<file path="config.mk">
export PLATFORM = sky130hd
export DESIGN_NAME = ahc_fifo
export DESIGN_NICKNAME = d
export VERILOG_FILES = /design/src/ahc_fifo.sv
export SDC_FILE = /design/constraint.sdc
export NUM_CORES = 1
export LEC_CHECK = 0
export BUFFER_PORTS_ARGS = -buffer_cell sky130_fd_sc_hd__buf_2
export CAP_MARGIN = 30
export CORE_UTILIZATION = 30
export CTS_BUF_LIST = sky130_fd_sc_hd__clkbuf_8 sky130_fd_sc_hd__clkbuf_16
export DETAILED_ROUTE_END_ITERATION = 8
export PLACE_DENSITY_LB_ADDON = 0.08
export SKIP_LAST_GASP = 1
export SYNTH_ARGS = -nofsm -noshare
export SYNTH_HDL_FRONTEND = slang
export SYNTH_SLANG_ARGS = --single-unit
export TNS_END_PERCENT = 1
</file>
<file path="constraint.sdc">
create_clock -name clk_i -period 4.85 [get_ports clk_i]
set_input_delay 1.2125 -clock clk_i [delete_from_list [all_inputs] [get_ports clk_i]]
set_output_delay 1.2125 -clock clk_i [all_outputs]
set_load 0.01 [all_outputs]
</file>
<file path="src/ahc_fifo.sv">
// Small synchronous queue used between pipeline sections and at the result side.
`timescale 1ns / 1ps
module ahc_fifo #(
  parameter int Width = 8,
  parameter int Depth = 4
) (
  input  logic             clk_i,
  input  logic             rst_ni,
  input  logic             push_i,
  input  logic [Width-1:0] wdata_i,
  output logic             full_o,
  input  logic             pop_i,
  output logic [Width-1:0] rdata_o,
  output logic             empty_o
);
  localparam int AW = $clog2(Depth);

  logic [Width-1:0] mem_q [Depth];
  logic [AW-1:0]    wptr_q, rptr_q;
  logic [AW:0]      cnt_q;
  logic             do_push, do_pop;

  assign full_o  = cnt_q == (AW+1)'(Depth);
  assign empty_o = cnt_q == '0;
  assign do_push = push_i && !full_o;
  assign do_pop  = pop_i && !empty_o;
  assign rdata_o = mem_q[rptr_q];

  always_ff @(posedge clk_i or negedge rst_ni) begin
    if (!rst_ni) begin
      wptr_q <= '0;
      rptr_q <= '0;
      cnt_q  <= '0;
    end else begin
      if (do_push) wptr_q <= wptr_q + 1'b1;
      if (do_pop) rptr_q <= rptr_q + 1'b1;
      if (do_push && !do_pop) cnt_q <= cnt_q + 1'b1;
      else if (do_pop && !do_push) cnt_q <= cnt_q - 1'b1;
    end
  end

  always_ff @(posedge clk_i) begin
    if (do_push) mem_q[wptr_q] <= wdata_i;
  end
endmodule

</file>
==> flow_summary.yaml, run 1 <==
placed_design:
  numPortBuffers: 21
  dpl.hpwl_um: 1720
  place_area_sq_um: 1760
  place_congestion: 0.593
synth:
  syn_nets: 95
  yosys.area.top_type: "edfxtp_1"
  synth-seq-cells: 39
  synth_area_per_cell_sq_um: 20.6
  synthCells: 77
  synth_area_sq_um: 1590
  yosysWarnings: 0
  synthTopCellsByArea: "edfxtp_1 (60%), mux4_2 (11%), dfrtp_1 (11%)"
  yosysSeqAreaShare_pct: 71.5
  synthDistinctLibCells: 20
  synth_top_area_share_pct: 60.5
clock_network:
  clk_path_buf_depth: 2
  cts_tree: "built"
  post_cts_buffers: 0
  ctsResizeCount: 0
  htree_levels: 2
  cts_hold_buffers: 0
  cts.sinks: 39
  numCtsBuffers: 5
  clock_latency_ns: 0.29
  cts-root-buf: "clkbuf_8"
  cts.clk_slew.worst_paths_ns: 0.08
drt:
  vias: 749
  drt-total-wl_um: 2600
  dr.pass1.iters: 4
  postRouteAntennaNets: 0
  drtIter0Drc: 20
  routedWlPerCell_um: 15.0
  drc: 0
  avgViaCountPerCell: 4.33
power:
  leakagePower_uw: 0.000690
  power_density_nw_per_um2: 602
  vdd_drop_max_mv: 0.205
  switching_share_pct: 30.1
  switchingPower_uw: 340
  cellInternalPower_uw: 788
  p_clk_share_pct: 23.8
  comb_power_share_pct: 28.8
  power_frac_seq_pct: 47.4
floorplan:
  dieArea_sq_um: 5590
  ioPinCount: 22
  core_sq_um: 5110
  fp.dieW_um: 74.8
  start_util_pct: 31.1
  rows: 26
  die_height_um: 74.8
sta:
  fin_crit_ns: 3.00
  setup_viol: 0
  rsz0062_at_grt: "no"
  drv_slew: 0
  slew_headroom_pct: 58.2
  worst_slew_pin_slew_ns: 0.627
  hold_violations: 0
  finalClockSkew_ns: 0.00502
  final.setup.tns_ns: 0
  fmax_mhz: 333
  period_share_pct: 61.9
final_layout:
  seq_area_sq_um: 1140
  fillers: 491
  diodes: 0
  multi_input_area_sq_um: 422
  area_growth_pct: 18.0
  drive_gt1_share_pct: 43.7
  fin_nets: 120
  fin_area_sq_um: 1870
global_routing:
  overflow: 0
  grt_pass1_wl_um: 3970
  grt_usage_pct: 10.8
  antenna_found_initial: 0
  grt_pass1_vias: 770
  grt_max_degree: 14
setup_path:
  critPathArrivalTime_ns: 1.79
  slowest_stage: "dfrtp_1"
  cpLargestDelayFamily: "flip-flops"
  cp_data_required_time_ns: 3.64
  worstPathMaxFanout: 10
  crit_type: "reg2out"
  endpoint_kind: "primary output"
  crit_chain: "mux4_2 -> buf_2"
  cp.buffers_inverters: 1
  slowest_delay_ns: 0.75
  cp-start-kind: "flip-flop"
run_status:
  status: "finished clean"
run:
  maxCapViolations: 0
worst_hold_path:
  min_path_type: "reg2reg"
==> logic make-up (layout without fill, tap and decap cells) <==
kind of cell  count (synthesis)  count (layout)  synth area share [%]
fa+ha+maj                     6               6                  5.20
buf+inv                       6              32                  1.97
mux                          10              10                  13.0
flops                        39              39                  71.5
xor+xnor                      6               6                  3.31
simple gates                 10              10                  5.04
==> through the flow <==
stage,hold WS [ns],setup slack (ns),total power (uW),cells,utilization [%]
2_1_floorplan,0.464,2.34,770,77,-
3_3_place_gp,0.483,2.07,873,165,34.5
3_5_place_dp,0.494,2.09,881,165,34.5
4_1_cts,0.506,1.78,1150,173,36.7
5_1_grt,0.524,1.70,1200,173,36.7
6_report,0.502,1.85,1130,173,36.7
==> layout by cell type, fill, tap and decap left out, drive strengths merged <==
cell,n
mux2,2
and2,4
nor3b,1
xor2,2
mux4,8
clkbuf,5
clkinv,2
nor2b,1
inv,3
xnor2,4
nor3,1
dfrtp,7
fa,1
edfxtp,32
nand3b,1
nor2,1
ha,5
buf,21
nand2b,1
bufinv,1
==> Yosys cell counts <==
library cell	instances
nor3b_4	1
inv_1	3
buf_2	1
edfxtp_1	32
mux4_2	8
nor2b_2	1
clkbuf_1	1
nor3_1	1
mux2_2	1
xor2_1	2
dfrtp_1	7
ha_1	5
buf_6	1
nand2b_1	1
fa_1	1
mux2_4	1
and2_2	4
nand3b_1	1
nor2_1	1
xnor2_1	4
==> final cells by class <==
class	count	area share [%]
sequential	39	60.6
multi-input combinational	32	22.5
inverter	3	0.601
clock buffer	5	3.67
clock inverter	3	2.34
timing repair buffer	21	5.61
tap	70	4.67
==> final timing paths <==
kind | startpoint | to | slack (ns) | depth (start not counted)
worst max-delay path | rptr_q[0]$_DFFE_PN0P_ | rdata_o[3] | 1.85 | 2
worst min-delay path | cnt_q[2]$_DFFE_PN0P_ | cnt_q[2]$_DFFE_PN0P_ | 0.50 | 1
worst max register to register | cnt_q[0]$_DFFE_PN0P_ | cnt_q[2]$_DFFE_PN0P_ | 2.80 | 8
worst min register to register | cnt_q[2]$_DFFE_PN0P_ | cnt_q[2]$_DFFE_PN0P_ | 0.50 | 1
max in group asynchronous | rst_ni | rptr_q[0]$_DFFE_PN0P_ | 3.95 | 1
min in group asynchronous | rst_ni | cnt_q[0]$_DFFE_PN0P_ | 0.74 | 1
==> power by group through the flow <==
stage	sequential (uW)	combinational, uW	clock, uW
after global routing	551	363	291
after CTS	540	335	280
final	534	325	269
after detailed placement	547	334	0
after global placement	542	331	0
after floorplan	492	278	0
==> layer usage <==
metal | up-vias | wire length [um] | GRT usage, %
met5 | - | 0 | 0
met4 | 0 | 55 | 5.66
met3 | 5 | 136 | 4.95
met2 | 20 | 1260 | 16.6
met1 | 382 | 1150 | 12.8
li1 | 342 | - | -
==> registers in the layout, summed over array words and instances, names as in the netlist <==
signal,flops
wptr_q,2
rptr_q,2
mem_q,32
cnt_q,3
Note: power is estimated with default switching activity, not from simulation.
==> run 2: changes to the inputs <==
--- a/config.mk
+++ b/config.mk
@@ -5,6 +5,7 @@
 export SDC_FILE = /design/constraint.sdc
 export NUM_CORES = 1
 export LEC_CHECK = 0
+export ABC_AREA = 1
 export BUFFER_PORTS_ARGS = -buffer_cell sky130_fd_sc_hd__buf_2
 export CAP_MARGIN = 30
 export CORE_UTILIZATION = 30
==> constraint.sdc (replaced) <==
create_clock -name clk_i -period 2.7 [get_ports clk_i]
set_input_delay 0.675 -clock clk_i [delete_from_list [all_inputs] [get_ports clk_i]]
set_output_delay 0.675 -clock clk_i [all_outputs]
set_load 0.01 [all_outputs]
==> run 2 against run 1 <==
Effect of this change:
- total power up 99%
- sequential power up 68%
- area after synthesis up 9.1%
==> flow_summary.yaml, run 2 <==
sta:
  hold_violations: 0
  drv_slew: 0
  rsz0062_at_grt: "no"
  finalClockSkew_ns: 0.00762
  worst_slew_pin_slew_ns: 0.524
  timing.final.ws_setup_ns: 0.447
  setup_viol: 0
  slew_headroom_pct: 65.0
  fin_crit_ns: 2.25
  final.setup.tns_ns: 0
  whs_ns: 0.217
  fmax_mhz: 444
  period_share_pct: 83.4
placed_design:
  numPortBuffers: 21
  place_area_sq_um: 1920
  place_congestion: 0.672
  place_ws_ns: 0.662
  dpl.hpwl_um: 2150
run_status:
  status: "finished clean"
final_layout:
  fillers: 565
  fin_nets: 200
  largest_reg_flops: 32
  largest_register: "mem_q"
  layout_common_cells: "nand2_1 (41), inv_1 (33), edfxtp_1 (32)"
  area_growth_pct: 18.1
  drive_gt1_share_pct: 18.6
  reg.largest.list: "mem_q x32, cnt_q x3"
  fin_area_sq_um: 2050
  diodes: 0
  final_common_cell: "nand2_1"
synth:
  synthDistinctLibCells: 16
  yosysSeqAreaShare_pct: 65.5
  syn_nets: 172
  synthCells: 154
  yosys.area.top_type: "edfxtp_1"
  synthTopCellsByCount: "nand2_1 (41), edfxtp_1 (32), inv_1 (32), o211ai_1 (16)"
  synth-seq-cells: 39
  synth_top_area_share_pct: 55.4
  yosysWarnings: 0
  synth-edff-count: 32
  synth_area_sq_um: 1730
  synth-main-ff-cell: "edfxtp_1"
  async_reset_ff_share_pct: 17.9
  post-synth-top-count-cell: "nand2_1"
  synthTopCellsByArea: "edfxtp_1 (55%), dfrtp_1 (10%), nand2_1 (8.9%)"
  synth_area_per_cell_sq_um: 11.3
global_routing:
  overflow: 0
  grt_pass1_wl_um: 5130
  grt_usage_pct: 11.8
  grt_pass1_vias: 1016
  antenna_found_initial: 0
  grt_max_degree: 34
clock_network:
  clk_path_buf_depth: 2
  cts-root-buf: "clkbuf_8"
  numCtsBuffers: 5
  post_cts_buffers: 0
  ctsResizeCount: 0
  cts.clk_slew.worst_paths_ns: 0.07
  cts_hold_buffers: 0
  clock_latency_ns: 0.29
  htree_levels: 2
  cts_tree: "built"
  cts.sinks: 39
drt:
  drt-total-wl_um: 3260
  routedWlPerCell_um: 12.8
  vias: 1104
  drtIter0Drc: 46
  dr.pass1.iters: 4
  avgViaCountPerCell: 4.33
  postRouteAntennaNets: 0
  drc: 0
setup_path:
  cpMostUsedCell: "nand2_1"
  cp-start-kind: "flip-flop"
  cpLargestDelayFamily: "buffers and inverters"
  crit_type: "reg2out"
  endpoint_kind: "primary output"
  cp.buffers_inverters: 2
  cp_data_required_time_ns: 2.03
  crit_chain: "inv_2 -> nand2_1 -> o211ai_1 -> nand2_1 -> buf_2"
  slowest_delay_ns: 0.41
  critPathArrivalTime_ns: 1.58
  slowest_stage: "dfrtp_1"
  worstPathMaxFanout: 33
floorplan:
  start_util_pct: 31.3
  ioPinCount: 22
  rows: 27
  core_sq_um: 5540
  die_height_um: 78.0
  fp.dieW_um: 78.0
  dieArea_sq_um: 6090
power:
  vdd_drop_max_mv: 0.359
  leakagePower_uw: 0.000933
  power_density_nw_per_um2: 1100
worst_hold_path:
  min_path_type: "in2async"
run:
  maxCapViolations: 0
-- run 2: worst paths after layout --
kind                                       start  slack (ns)  cells past startpoint               endpoint
setup / recovery           rptr_q[0]$_DFFE_PN0P_        0.45                      5             rdata_o[4]
hold / removal                            rst_ni        0.22                      1  rptr_q[0]$_DFFE_PN0P_
setup reg to reg            cnt_q[0]$_DFFE_PN0P_        0.78                      9   cnt_q[1]$_DFFE_PN0P_
hold reg to reg             cnt_q[2]$_DFFE_PN0P_        0.52                      2   cnt_q[2]$_DFFE_PN0P_
max in group asynchronous                 rst_ni        2.32                      1  wptr_q[0]$_DFFE_PN0P_
min in group clk_i          cnt_q[2]$_DFFE_PN0P_        0.52                      2   cnt_q[2]$_DFFE_PN0P_
-- run 2: cell type report --
class | instances | area (sq um) | area share, %
multi-input cells | 77 | 427 | 20.8
flip-flops and latches | 39 | 1140 | 55.5
inverters | 34 | 128 | 6.23
repair buffers | 25 | 135 | 6.60
clock buffers | 5 | 68.8 | 3.36
clock inverters | 3 | 63.8 | 3.12
well taps | 72 | 90.1 | 4.40
-- run 2: metrics by stage --
stage / utilization, % / instances / total power, uW
after floorplan: - / 154 / 1470
after global placement: 34.6 / 247 / 1670
after detailed placement: 34.6 / 247 / 1710
after CTS: 37.0 / 255 / 2280
after global routing: 37.0 / 255 / 2420
final: 37.0 / 255 / 2240
-- run 2: kinds of logic after synthesis --
logic type,Yosys count,share of synthesized area [%]
compound gates,17,7.22
flops,39,65.5
xor+xnor,1,0.505
fa+ha+maj,6,4.76
simple gates,53,12.1
buf+inv,38,9.88
-- run 2: worst reg2reg max path, stage by stage, from the launching register on --
cell	delay (ns)
dfrtp_1	0.42
inv_1	0.09
nand3_1	0.15
nand2_1	0.23
inv_1	0.07
ha_1	0.20
inv_1	0.09
fa_1	0.42
nand2_1	0.07
o21ai_0	0.07
-- run 2: report_power, final --
group / switching, uW / internal [uW]
combinational: 496 / 285
sequential: 89.8 / 809
clock: 197 / 366
-- run 2: layer usage --
layer	share of wire (%)	routed length [um]	up-vias	global-route usage, %
li1	-	-	557	-
met1	46	1510	522	14.5
met2	49	1580	23	19.0
met3	4.2	138	2	3.84
met4	0.77	25	0	5.00
met5	0	0	-	0
